## src/design/bde_pkg.sv

```systemverilog
// ----------------------------------------------------------------------------
// bde_pkg
// Shared types and constants of the button debouncer and event detector.
// ----------------------------------------------------------------------------
package bde_pkg;

  // Width of the millisecond time base; all time differences wrap at this width.
  localparam int TIME_WIDTH = 32;

  localparam int DEBOUNCE_WIDTH  = 16;
  localparam int SHORT_MIN_WIDTH = 16;
  localparam int HOLD_WIDTH      = 32;

  localparam int CFG_INDEX_WIDTH = 2;
  localparam int CFG_DATA_WIDTH  = 32;

  // Register indexes of the configuration port.
  localparam logic [CFG_INDEX_WIDTH-1:0] REG_DEBOUNCE_MS  = 2'd0;
  localparam logic [CFG_INDEX_WIDTH-1:0] REG_SHORT_MIN_MS = 2'd1;
  localparam logic [CFG_INDEX_WIDTH-1:0] REG_HOLD_MS      = 2'd2;

  // Register values after reset.
  localparam logic [DEBOUNCE_WIDTH-1:0]  DEBOUNCE_RESET  = 16'd15;
  localparam logic [SHORT_MIN_WIDTH-1:0] SHORT_MIN_RESET = 16'd50;
  localparam logic [HOLD_WIDTH-1:0]      HOLD_RESET      = 32'd3000;

  // One poll of the button pin.
  typedef struct packed {
    logic                  pin_level;
    logic [TIME_WIDTH-1:0] now_ms;
  } poll_t;

  // Result of one poll.
  typedef struct packed {
    logic stable_level;
    logic press_event;
    logic release_event;
    logic short_event;
    logic hold_event;
  } result_t;

endpackage

```

## src/design/bde_input_stage.sv

```systemverilog
// ----------------------------------------------------------------------------
// bde_input_stage
// Input register: captures one poll word and holds it until the core takes it.
// ----------------------------------------------------------------------------
module bde_input_stage (
  input  logic           clk,
  input  logic           rst,
  input  logic           in_valid,
  output logic           in_stall,
  input  bde_pkg::poll_t poll_in,
  input  logic           advance,
  output logic           held_valid,
  output bde_pkg::poll_t held_poll
);
  import bde_pkg::*;

  logic accept;

  // A held word that cannot move on blocks the sender.
  assign in_stall = held_valid && !advance;
  assign accept   = in_valid && !in_stall;

  always_ff @(posedge clk) begin
    if (rst) begin
      held_valid <= 1'b0;
    end else if (accept) begin
      held_valid <= 1'b1;
    end else if (advance) begin
      held_valid <= 1'b0;
    end
  end

  always_ff @(posedge clk) begin
    if (accept) begin
      held_poll <= poll_in;
    end
  end

endmodule

```

## src/design/bde_core.sv

```systemverilog
// ----------------------------------------------------------------------------
// bde_core
// Configuration registers, debounce and press state, and the event logic.
// ----------------------------------------------------------------------------
module bde_core (
  input  logic                                   clk,
  input  logic                                   rst,
  input  logic                                   cfg_write,
  input  logic [bde_pkg::CFG_INDEX_WIDTH-1:0]    cfg_index,
  input  logic [bde_pkg::CFG_DATA_WIDTH-1:0]     cfg_data,
  input  logic                                   advance,
  input  bde_pkg::poll_t                         poll,
  output bde_pkg::result_t                       result
);
  import bde_pkg::*;

  logic [DEBOUNCE_WIDTH-1:0]  debounce_ms;
  logic [SHORT_MIN_WIDTH-1:0] short_min_ms;
  logic [HOLD_WIDTH-1:0]      hold_ms;

  logic                  filtered_level;
  logic                  debouncing;
  logic [TIME_WIDTH-1:0] debounce_start;
  logic                  current_level;
  logic [TIME_WIDTH-1:0] press_start;
  logic                  hold_armed;

  logic                  filtered_level_next;
  logic                  debouncing_next;
  logic [TIME_WIDTH-1:0] debounce_start_next;
  logic                  current_level_next;
  logic [TIME_WIDTH-1:0] press_start_next;
  logic                  hold_armed_next;

  logic                  changed;
  logic                  pending;
  logic                  settle;
  logic [TIME_WIDTH-1:0] debounce_elapsed;
  logic [TIME_WIDTH-1:0] press_elapsed;
  logic                  rise;
  logic                  fall;
  logic                  hold;

  always_ff @(posedge clk) begin
    if (rst) begin
      debounce_ms  <= DEBOUNCE_RESET;
      short_min_ms <= SHORT_MIN_RESET;
      hold_ms      <= HOLD_RESET;
    end else if (cfg_write) begin
      unique case (cfg_index)
        REG_DEBOUNCE_MS:  debounce_ms  <= cfg_data[DEBOUNCE_WIDTH-1:0];
        REG_SHORT_MIN_MS: short_min_ms <= cfg_data[SHORT_MIN_WIDTH-1:0];
        REG_HOLD_MS:      hold_ms      <= cfg_data[HOLD_WIDTH-1:0];
        default: ;
      endcase
    end
  end

  // The registered stable level doubles as the previous level for edge detection.
  always_comb begin
    changed             = poll.pin_level != filtered_level;
    filtered_level_next = poll.pin_level;
    pending             = debouncing || changed;
    debounce_start_next = changed ? poll.now_ms : debounce_start;
    debounce_elapsed    = changed ? '0 : poll.now_ms - debounce_start;
    settle              = pending && (debounce_elapsed >= TIME_WIDTH'(debounce_ms));
    debouncing_next     = pending && !settle;
    current_level_next  = settle ? filtered_level_next : current_level;

    rise = current_level_next && !current_level;
    fall = !current_level_next && current_level;

    press_elapsed    = poll.now_ms - press_start;
    press_start_next = rise ? poll.now_ms : press_start;

    // On the press poll itself the elapsed time is zero.
    if (rise) begin
      hold = hold_ms == '0;
    end else begin
      hold = hold_armed && !fall && (press_elapsed >= TIME_WIDTH'(hold_ms));
    end
    hold_armed_next = rise ? !hold : (hold_armed && !fall && !hold);

    result.stable_level  = current_level_next;
    result.press_event   = rise;
    result.release_event = fall;
    result.short_event   = fall && (press_elapsed >= TIME_WIDTH'(short_min_ms));
    result.hold_event    = hold;
  end

  always_ff @(posedge clk) begin
    if (rst) begin
      filtered_level <= 1'b0;
      debouncing     <= 1'b0;
      debounce_start <= '0;
      current_level  <= 1'b0;
      press_start    <= '0;
      hold_armed     <= 1'b0;
    end else if (advance) begin
      filtered_level <= filtered_level_next;
      debouncing     <= debouncing_next;
      debounce_start <= debounce_start_next;
      current_level  <= current_level_next;
      press_start    <= press_start_next;
      hold_armed     <= hold_armed_next;
    end
  end

endmodule

```

## src/design/bde_output_stage.sv

```systemverilog
// ----------------------------------------------------------------------------
// bde_output_stage
// Result register: holds one result word until the receiver takes it.
// ----------------------------------------------------------------------------
module bde_output_stage (
  input  logic             clk,
  input  logic             rst,
  input  logic             load,
  input  bde_pkg::result_t result_in,
  output logic             out_valid,
  input  logic             out_stall,
  output bde_pkg::result_t result_out
);
  import bde_pkg::*;

  always_ff @(posedge clk) begin
    if (rst) begin
      out_valid <= 1'b0;
    end else if (load) begin
      out_valid <= 1'b1;
    end else if (!out_stall) begin
      out_valid <= 1'b0;
    end
  end

  always_ff @(posedge clk) begin
    if (load) begin
      result_out <= result_in;
    end
  end

endmodule

```

## src/design/button_debounce_event_detector.sv

```systemverilog
// ----------------------------------------------------------------------------
// button_debounce_event_detector
// Push-button debouncer with press, release, short-press and hold events.
// ----------------------------------------------------------------------------
// Usage: each input word is one poll of the button: the raw pin level and the
// current millisecond tick. Every poll yields exactly one result word with the
// debounced level and the press, release, short and hold event flags.
// Both channels use valid and stall; a word moves at a clock edge where valid
// is high and stall is low.
// A poll taken into the input register is evaluated against the block state
// and lands in the result register when it is free or being emptied; out_valid
// then rises. Throughput is one poll per clock cycle while the receiver does
// not stall, set by the single compare and subtract pass between the registers.
// When the receiver stalls, the result word holds, the input register still
// takes one more poll, and only then is in_stall raised.
// Reset (synchronous, active high) empties both registers, loads the timing
// registers with 15 ms debounce, 50 ms short-press minimum and 3000 ms hold,
// and clears the debounce and press state to the released level.
// Configuration writes go through cfg_write, cfg_index and cfg_data and take
// effect at once; they are meant to be made while no poll is in flight.
// ----------------------------------------------------------------------------
module button_debounce_event_detector (
  input  logic                                clk,
  input  logic                                rst,
  input  logic                                cfg_write,
  input  logic [bde_pkg::CFG_INDEX_WIDTH-1:0] cfg_index,
  input  logic [bde_pkg::CFG_DATA_WIDTH-1:0]  cfg_data,
  input  logic                                in_valid,
  output logic                                in_stall,
  input  logic                                pin_level,
  input  logic [bde_pkg::TIME_WIDTH-1:0]      now_ms,
  output logic                                out_valid,
  input  logic                                out_stall,
  output logic                                stable_level,
  output logic                                press_event,
  output logic                                release_event,
  output logic                                short_event,
  output logic                                hold_event
);
  import bde_pkg::*;

  poll_t   poll_in;
  poll_t   held_poll;
  logic    held_valid;
  logic    advance;
  result_t core_result;
  result_t result_out;

  assign poll_in.pin_level = pin_level;
  assign poll_in.now_ms    = now_ms;

  // The held poll is evaluated whenever the result register is free or
  // is being emptied in this cycle.
  assign advance = held_valid && (!out_valid || !out_stall);

  bde_input_stage u_input (
    .clk        (clk),
    .rst        (rst),
    .in_valid   (in_valid),
    .in_stall   (in_stall),
    .poll_in    (poll_in),
    .advance    (advance),
    .held_valid (held_valid),
    .held_poll  (held_poll)
  );

  bde_core u_core (
    .clk       (clk),
    .rst       (rst),
    .cfg_write (cfg_write),
    .cfg_index (cfg_index),
    .cfg_data  (cfg_data),
    .advance   (advance),
    .poll      (held_poll),
    .result    (core_result)
  );

  bde_output_stage u_output (
    .clk        (clk),
    .rst        (rst),
    .load       (advance),
    .result_in  (core_result),
    .out_valid  (out_valid),
    .out_stall  (out_stall),
    .result_out (result_out)
  );

  assign stable_level  = result_out.stable_level;
  assign press_event   = result_out.press_event;
  assign release_event = result_out.release_event;
  assign short_event   = result_out.short_event;
  assign hold_event    = result_out.hold_event;

endmodule

```

## config.mk

```make
export PLATFORM = sky130hd
export DESIGN_NAME = button_debounce_event_detector
export DESIGN_NICKNAME = d
export VERILOG_FILES = /design/src/design/bde_pkg.sv /design/src/design/bde_input_stage.sv /design/src/design/bde_core.sv /design/src/design/bde_output_stage.sv /design/src/design/button_debounce_event_detector.sv
export SDC_FILE = /design/constraint.sdc
export NUM_CORES = 1
export LEC_CHECK = 0
export BUFFER_PORTS_ARGS = -buffer_cell sky130_fd_sc_hd__buf_2
export CAP_MARGIN = 5
export CORE_UTILIZATION = 55
export CTS_CLUSTER_DIAMETER = 40
export DETAILED_ROUTE_END_ITERATION = 8
export PLACE_DENSITY = 0.85
export SYNTH_ARGS = -nofsm -noshare
export SYNTH_HDL_FRONTEND = slang
export SYNTH_HIERARCHICAL = 1
export SYNTH_SLANG_ARGS = --single-unit
```

## constraint.sdc

```tcl
create_clock -name clk -period 4.7 [get_ports clk]
set_clock_uncertainty 0.05 [all_clocks]
set_input_delay 0.705 -clock clk [delete_from_list [all_inputs] [get_ports clk]]
set_output_delay 0.705 -clock clk [all_outputs]
set_load 0.005 [all_outputs]
```

==> metrics, run 1 <==
Req. time, crit path 5.00 ns; largest family of logic cells by synthesized area compound AO/OA/AOI/OAI gates; All-Layer GR Usage 26.44%; ys async rst share 0%; yosys warns 6; RSZ-0062 raised after global routing yes; H-tree levels 4; crit-path max FO 6; layout cells sized above 1 12.28%; # IOs around 80; Top FF cell, synth dfxtp_1; Via density 5.910; diode count 0; Final Critical Period 4.511 ns; Routed WL just under 30000 um; number of synthesized flops with an enable pin 38; Power Dens Cells 331.4 mW/mm2; Remaining Overflow, GRT 0; Simple-Gate Fraction of Synth Area around a fifth; CTS tree built; outcome finished, final reports clean; final core occ 63.60%; first drt pass iteration count 6; CP Capture Type register; DR iter-0 viols between 700 and 800; CORE AREA 0.02036 mm2; Pwr Total 4.292 mW; Yosys reg bits 172; Worst slew margin 18.90%; total CTS buffers 17; Synth Area in XOR/XNOR 3.361%; Initial Util roughly 56%; Peak Freq ~220 MHz; Worst VDD drop 0.2599 mV; CTS Root Buffer Type clkbuf_16; post-detail-place hpwl 21140 um; clk sinks ~170; global-route wire length before repair around 46000 um; Residual DRC 0; Netlist cell types 76; Hold WS 0.3915 ns; Avg Cell Area, Syn ~8 um2; vias in the first global route ~10000; final hold violation count 0; RD Place Congestion 0.9234; Rows 52; Clock transition at path regs 0.07 ns; Worst-Margin Slew 1.214 ns; final instance area 0.01295 mm2; Die H 146.4 um; Mapped Nets ~1600; LEAKAGE 5.149 nW; Post-Synthesis Cells 1416; antenna violations before repair 0; Clock Latency Late Sink 0.44 ns; Post-DRT Antenna Nets 0; NumNets Final 1693; Final setup viols 0; max-slew violations 0; wire per inst 16.68 um; dpl cell area around 0.012 mm2; Sum Neg Setup Slack 0 ns; Max-cap violations 0; register area share after synthesis 33.35%; Post-Synth Adder-Cell Area 14.10%; CP Data Arrival Time ~4.8 ns; largest net degree at the start of global routing between 90 and 100; port bufs 78; vias ~10000; post-synthesis compound-gate area fraction approximately 20%; Worst Hold Class in2reg; WS Path Type reg2reg; die outline width 146.4 um; clock buffer depth 2; Worst setup SP type register; mux contribution to synthesized area under 10%; Die ar. about 0.021 mm2; period utilization 95.97%; CTS Hold Bufs 0; Layout area overhead 12.97%; cell area after synthesis 0.01146 mm2
## power by group
group          switching, mW  total [mW]  internal, mW
registers             0.0598        1.65          1.59
clock network          0.639        1.38         0.738
logic                  0.731        1.27         0.535
## synth_stat cells (all sizes together), types with 3 or more instances
cell / number / area (um2)
a211o: 16 / 140.1
a211oi: 13 / 107.6
a21boi: 10 / 82.57
a21o: 40 / 300.3
a21oi: 175 / 894.6
a221oi: 4 / 35.03
a311oi: 3 / 26.28
a31oi: 9 / 56.30
and2: 8 / 50.05
and3: 9 / 56.30
and4: 5 / 48.80
buf: 14 / 100.1
clkbuf: 42 / 160.1
dfxtp: 134 / 2683
edfxtp: 38 / 1141
ha: 126 / 1577
inv: 142 / 533.0
mux2i: 37 / 370.4
nand2: 213 / 799.5
nand2b: 12 / 75.07
nand3: 17 / 85.08
nand3b: 4 / 30.03
nand4: 19 / 118.9
nor2: 106 / 397.9
nor2b: 17 / 113.9
nor3: 23 / 120.1
nor3b: 7 / 52.55
nor4: 13 / 81.33
o2111ai: 6 / 52.55
o211ai: 5 / 37.54
o21a: 10 / 75.07
o21ai: 43 / 215.2
o21bai: 5 / 37.54
o31ai: 4 / 30.03
or2: 3 / 18.77
or3: 4 / 25.02
or4: 3 / 26.27
xnor2: 26 / 227.7
xor2: 18 / 157.7
## cell families after synthesis
logic type | after synthesis
AOI/OAI and AO/OA | 365
adders and majority gates | 128
muxes | 37
DFF | 172
buffers and inverters | 198
and+or+nand+nor | 472
xor gates and xnor gates | 44
## stage by stage
step / instances / worst slack (ns)
floorplan: 1416 / 0.5196
global placement: 1725 / 0.2745
detailed placement: 1725 / 0.04412
CTS: 1757 / 0.0002456
global route: 1776 / -0.01104
finish: 1776 / 0.1894
## layout make-up
cell class,count,area [um2]
Sequential cell,172,3824
Clock inverter,12,101.3
Multi-Input combinational cell,1047,6968
Fill cell,1679,7413
Tap cell,270,337.8
Clock buffer,20,467.9
Timing Repair Buffer,113,719.4
Inverter,142,533.0
## worst max-delay path, cell delays in order, from the launching register on
cell and delay, ns:
edfxtp_1 0.48, ha_1 0.44, a21o_1 0.21, a21o_1 0.18, a221oi_2 0.35, a21oi_1 0.19, o21ai_1 0.22, a21oi_1 0.10
a211oi_1 0.25, xnor2_1 0.15, ha_1 0.20, a21o_1 0.17, a21o_1 0.17, a21oi_1 0.21, nand2_1 0.08, nor3_1 0.23
o41ai_1 0.14, buf_4 0.16, a211o_1 0.28, a31oi_1 0.15
## registers in the layout, indices dropped and copies added (netlist names)
signal                 flops
u_core/current_level       1
u_output/out_valid         1
u_core/short_min_ms       16
u_core/hold_ms            32
u_output/result_out        5
u_core/press_start        32
u_core/filtered_level      1
u_core/debounce_ms        16
u_input/held_valid         1
u_core/debounce_start     32
u_core/debouncing          1
u_core/hold_armed          1
u_input/held_poll         33
## per-layer routing
metal	share of wire [%]	up-vias	GRT usage (%)
li1	-	5096	-
met1	41	4894	31.10
met2	49	418	46.93
met4	3.8	0	11.77
met5	0	-	0
met3	6.1	89	4.594
## worst paths after layout
| check | startpoint | to | slack [ns] | cells after the start |
|---|---|---|---|---|
| setup / recovery | u_input/held_poll[9] | u_core/hold_armed | 0.19 | 19 |
| hold / removal | now_ms[3] | u_input/held_poll[3] | 0.39 | 1 |
| setup reg to reg | u_input/held_poll[9] | u_core/hold_armed | 0.19 | 19 |
| hold reg to reg | u_core/debounce_start[6] | u_core/debounce_start[6] | 0.41 | 2 |
## layout by cell type (no fill, tap or decap), types with 10 or more instances in the layout
cell type  instances
buf_2             77
nor2_1           105
a21oi_1          167
nand2_1          212
ha_1             126
nor3_1            21
nand2b_1          12
mux2i_1           36
nor2b_1           14
dfxtp_1          134
buf_4             31
nand3_1           16
nand4_1           19
xnor2_1           26
clkbuf_16         20
a211oi_1          11
nor4_1            13
a21o_1            40
inv_1            142
o21ai_0           38
a211o_1           16
edfxtp_1          38
xor2_1            18
o21a_1            10
## timing repair
item                                    in CTS  in global routing
buffers inserted                             0                 15
endpoints found under the setup margin       0                 40
gates resized for setup                      0                 26
Note: power is estimated with default switching activity, not from simulation.
==> run 2, diff against run 1 <==
--- a/config.mk
+++ b/config.mk
@@ -5,11 +5,12 @@
 export SDC_FILE = /design/constraint.sdc
 export NUM_CORES = 1
 export LEC_CHECK = 0
-export BUFFER_PORTS_ARGS = -buffer_cell sky130_fd_sc_hd__buf_2
+export BUFFER_PORTS_ARGS = -buffer_cell sky130_fd_sc_hd__buf_4
 export CAP_MARGIN = 5
 export CORE_UTILIZATION = 55
 export CTS_CLUSTER_DIAMETER = 40
 export DETAILED_ROUTE_END_ITERATION = 8
+export GPL_TIMING_DRIVEN = 0
 export PLACE_DENSITY = 0.85
 export SYNTH_ARGS = -nofsm -noshare
 export SYNTH_HDL_FRONTEND = slang
==> metrics, run 2 (synthesized netlist as in run 1, its figures left out) <==
outcome finished, final reports clean (unchanged); layout cells sized above 1 13.33% (was 12.28%); Worst slew margin 14.81% (was 18.90%); NumNets Final 1732 (was 1693); antenna violations before repair 0 (unchanged); Residual DRC 0 (unchanged); r2r setup slk 0.06 ns (was 0.19 ns); register bank with the most flops u_input/held_poll (unchanged); clock buffer depth 2 (unchanged); WS Path Type reg2reg (unchanged); RD Place Congestion 0.9261 (was 0.9234); Setup WS post-layout 0.06194 ns (was 0.1894 ns); CTS Hold Bufs 0 (unchanged); Peak Freq 215.6 MHz (was 221.7 MHz); crit-path max FO 8 (was 6); Clock Latency Late Sink 0.45 ns (was 0.44 ns); CP Capture Type register (unchanged); Die H 146.4 um (unchanged); LEAKAGE 5.255 nW (was 5.149 nW); port bufs 78 (unchanged); final instance area 0.01341 mm2 (was 0.01295 mm2); CORE AREA 0.02036 mm2 (unchanged); Die ar. 0.02143 mm2 (unchanged); period utilization 98.68% (was 95.97%); Max-cap violations 0 (unchanged); switching share of total power 34.29% (was 33.31%); total CTS buffers 17 (unchanged); # IOs 79 (unchanged); Routed WL 31060 um (was 29620 um); diode count 0 (unchanged); crit path to u_core/press_start[26] (was u_core/hold_armed); R2R Path End u_core/press_start[26] (was u_core/hold_armed); crit path from u_input/held_poll[1] (was u_input/held_poll[9]); global-route wire length before repair 47550 um (was 45910 um); Post-DRT Antenna Nets 0 (unchanged); All-Layer GR Usage 27.79% (was 26.44%); Clock transition at path regs 0.07 ns (about the same); Worst VDD drop 0.2407 mV (was 0.2599 mV); clock power share 31.7% (was 32.1%); Layout area overhead 16.99% (was 12.97%); Worst setup SP type register (unchanged); Place WS -0.4061 ns (was 0.04412 ns); wire per inst 17.11 um (was 16.68 um); DR iter-0 viols 873 (was 780); number of flip-flops under the largest register name 33 (unchanged); Final setup viols 0 (unchanged); net load switching power 1.499 mW (was 1.430 mW); vias in the first global route 9851 (was 9841); first drt pass iteration count 6 (unchanged); Worst Hold Class in2reg (unchanged); Sequential Power Share 37.7% (was 38.4%); vias 10740 (was 10497); CTS Root Buffer Type clkbuf_16 (unchanged); Rows 52 (unchanged); Req. time, crit path 4.97 ns (was 5.00 ns); final hold violation count 0 (unchanged); dpl cell area 0.01242 mm2 (was 0.01209 mm2); most common cell after layout, fill and taps aside nand2_1 (unchanged); worst reg2reg startpoint u_input/held_poll[1] (was u_input/held_poll[9]); H-tree levels 4 (unchanged); max-slew violations 0 (unchanged); Via density 5.917 (was 5.910); Worst-Margin Slew 1.275 ns (was 1.214 ns); commonest non-fill, non-tap cells in the layout nand2_1 (212), a21oi_1 (165), inv_1 (140) (was nand2_1 (212), a21oi_1 (167), inv_1 (142)); Remaining Overflow, GRT 0 (unchanged); Int Pwr 2.872 mW (was 2.863 mW); clk sinks 172 (unchanged); Power Dens Cells 325.9 mW/mm2 (was 331.4 mW/mm2); die outline width 146.4 um (unchanged); CP Data Arrival Time 4.91 ns (was 4.81 ns); worst r2r path cells 19 (unchanged); CTS tree built (unchanged); Combinational Power Share 30.5% (was 29.5%); FILL cells 1621 (was 1679); Final Critical Period 4.638 ns (was 4.511 ns); Initial Util 56.30% (unchanged); post-detail-place hpwl 22710 um (was 21140 um); largest net degree at the start of global routing 32 (was 93)
==> run 2: through the flow <==
stage | TNS, ns | instances | utilization, % | power [mW] | hold slack (ns)
2_1_floorplan | 0 | 1416 | - | 2.539 | 0.3863
3_3_place_gp | -1.404 | 1764 | 60.83 | 2.825 | 0.3919
3_5_place_dp | -8.309 | 1765 | 60.97 | 2.870 | 0.3963
4_1_cts | 0 | 1800 | 64.12 | 4.271 | 0.3757
5_1_grt | -2.469 | 1815 | 65.86 | 4.569 | 0.3702
6_report | 0 | 1815 | 65.86 | 4.371 | 0.3828
==> run 2: worst max-delay path: stages (launching register included) <==
cell and delay (ns):
edfxtp_1 0.43, ha_1 0.32, nor2b_1 0.18, o31ai_4 0.35
a21boi_2 0.16, a31oi_1 0.30, xor2_1 0.22, nor2_1 0.07
ha_1 0.31, a21o_1 0.20, a21o_1 0.19, a221oi_2 0.29
o21ai_2 0.13, nor4b_2 0.27, and4_4 0.28, buf_4 0.13
a21oi_4 0.14, clkbuf_16 0.22, mux2i_1 0.18, nor2_1 0.06
==> run 2: what timing repair did <==
item | 4_1_cts | 5_1_grt
gates cloned | 0 | 3
resized for setup | 12 | 48
buffers inserted | 3 | 13
hold endpoints to repair | 0 | 0
pin swaps | 2 | 32
setup endpoints to repair | 40 | 38
==> run 2: power groups by stage <==
stage,clock network [mW],registers (mW),logic [mW]
after global placement,0,1.68,1.15
after floorplan,0,1.66,0.879
after global routing,1.45,1.66,1.46
after CTS,1.40,1.65,1.23
after detailed placement,0,1.68,1.19
final,1.39,1.65,1.33
==> run 2: final cells by class <==
type / count / area [um2] / area share, %
Clock buffer: 18 / 439.2 / 3.274
Buffer: 56 / 271.5 / 2.024
Multi-Input combinational cell: 1046 / 7089 / 52.85
Clock inverter: 14 / 125.1 / 0.9328
Tap cell: 270 / 337.8 / 2.519
Sequential cell: 172 / 3824 / 28.51
Inverter: 142 / 533.0 / 3.974
Timing Repair Buffer: 97 / 793.3 / 5.914
==> run 2: per-layer routing <==
| layer | part of all wire (%) | up-vias | global-route usage (%) |
|---|---|---|---|
| li1 | - | 5176 | - |
| met1 | 42 | 5079 | 34.69 |
| met2 | 48 | 403 | 47.43 |
| met3 | 5.8 | 82 | 4.000 |
| met4 | 3.5 | 0 | 12.60 |
| met5 | 0 | - | 0 |
==> run 2: worst min-delay path by stage <==
stage / to / slack, ns / startpoint / cells after the start
after global placement: u_core/debounce_start[3] / 0.39 / u_core/debounce_start[3] / 2
final: u_input/held_poll[17] / 0.38 / now_ms[17] / 1
after detailed placement: u_core/debounce_start[5] / 0.40 / u_core/debounce_start[5] / 2
after global routing: u_input/held_poll[3] / 0.37 / now_ms[3] / 1
after CTS: u_input/held_poll[7] / 0.38 / now_ms[7] / 1
after floorplan: u_core/debounce_ms[10] / 0.39 / u_core/debounce_ms[10] / 2
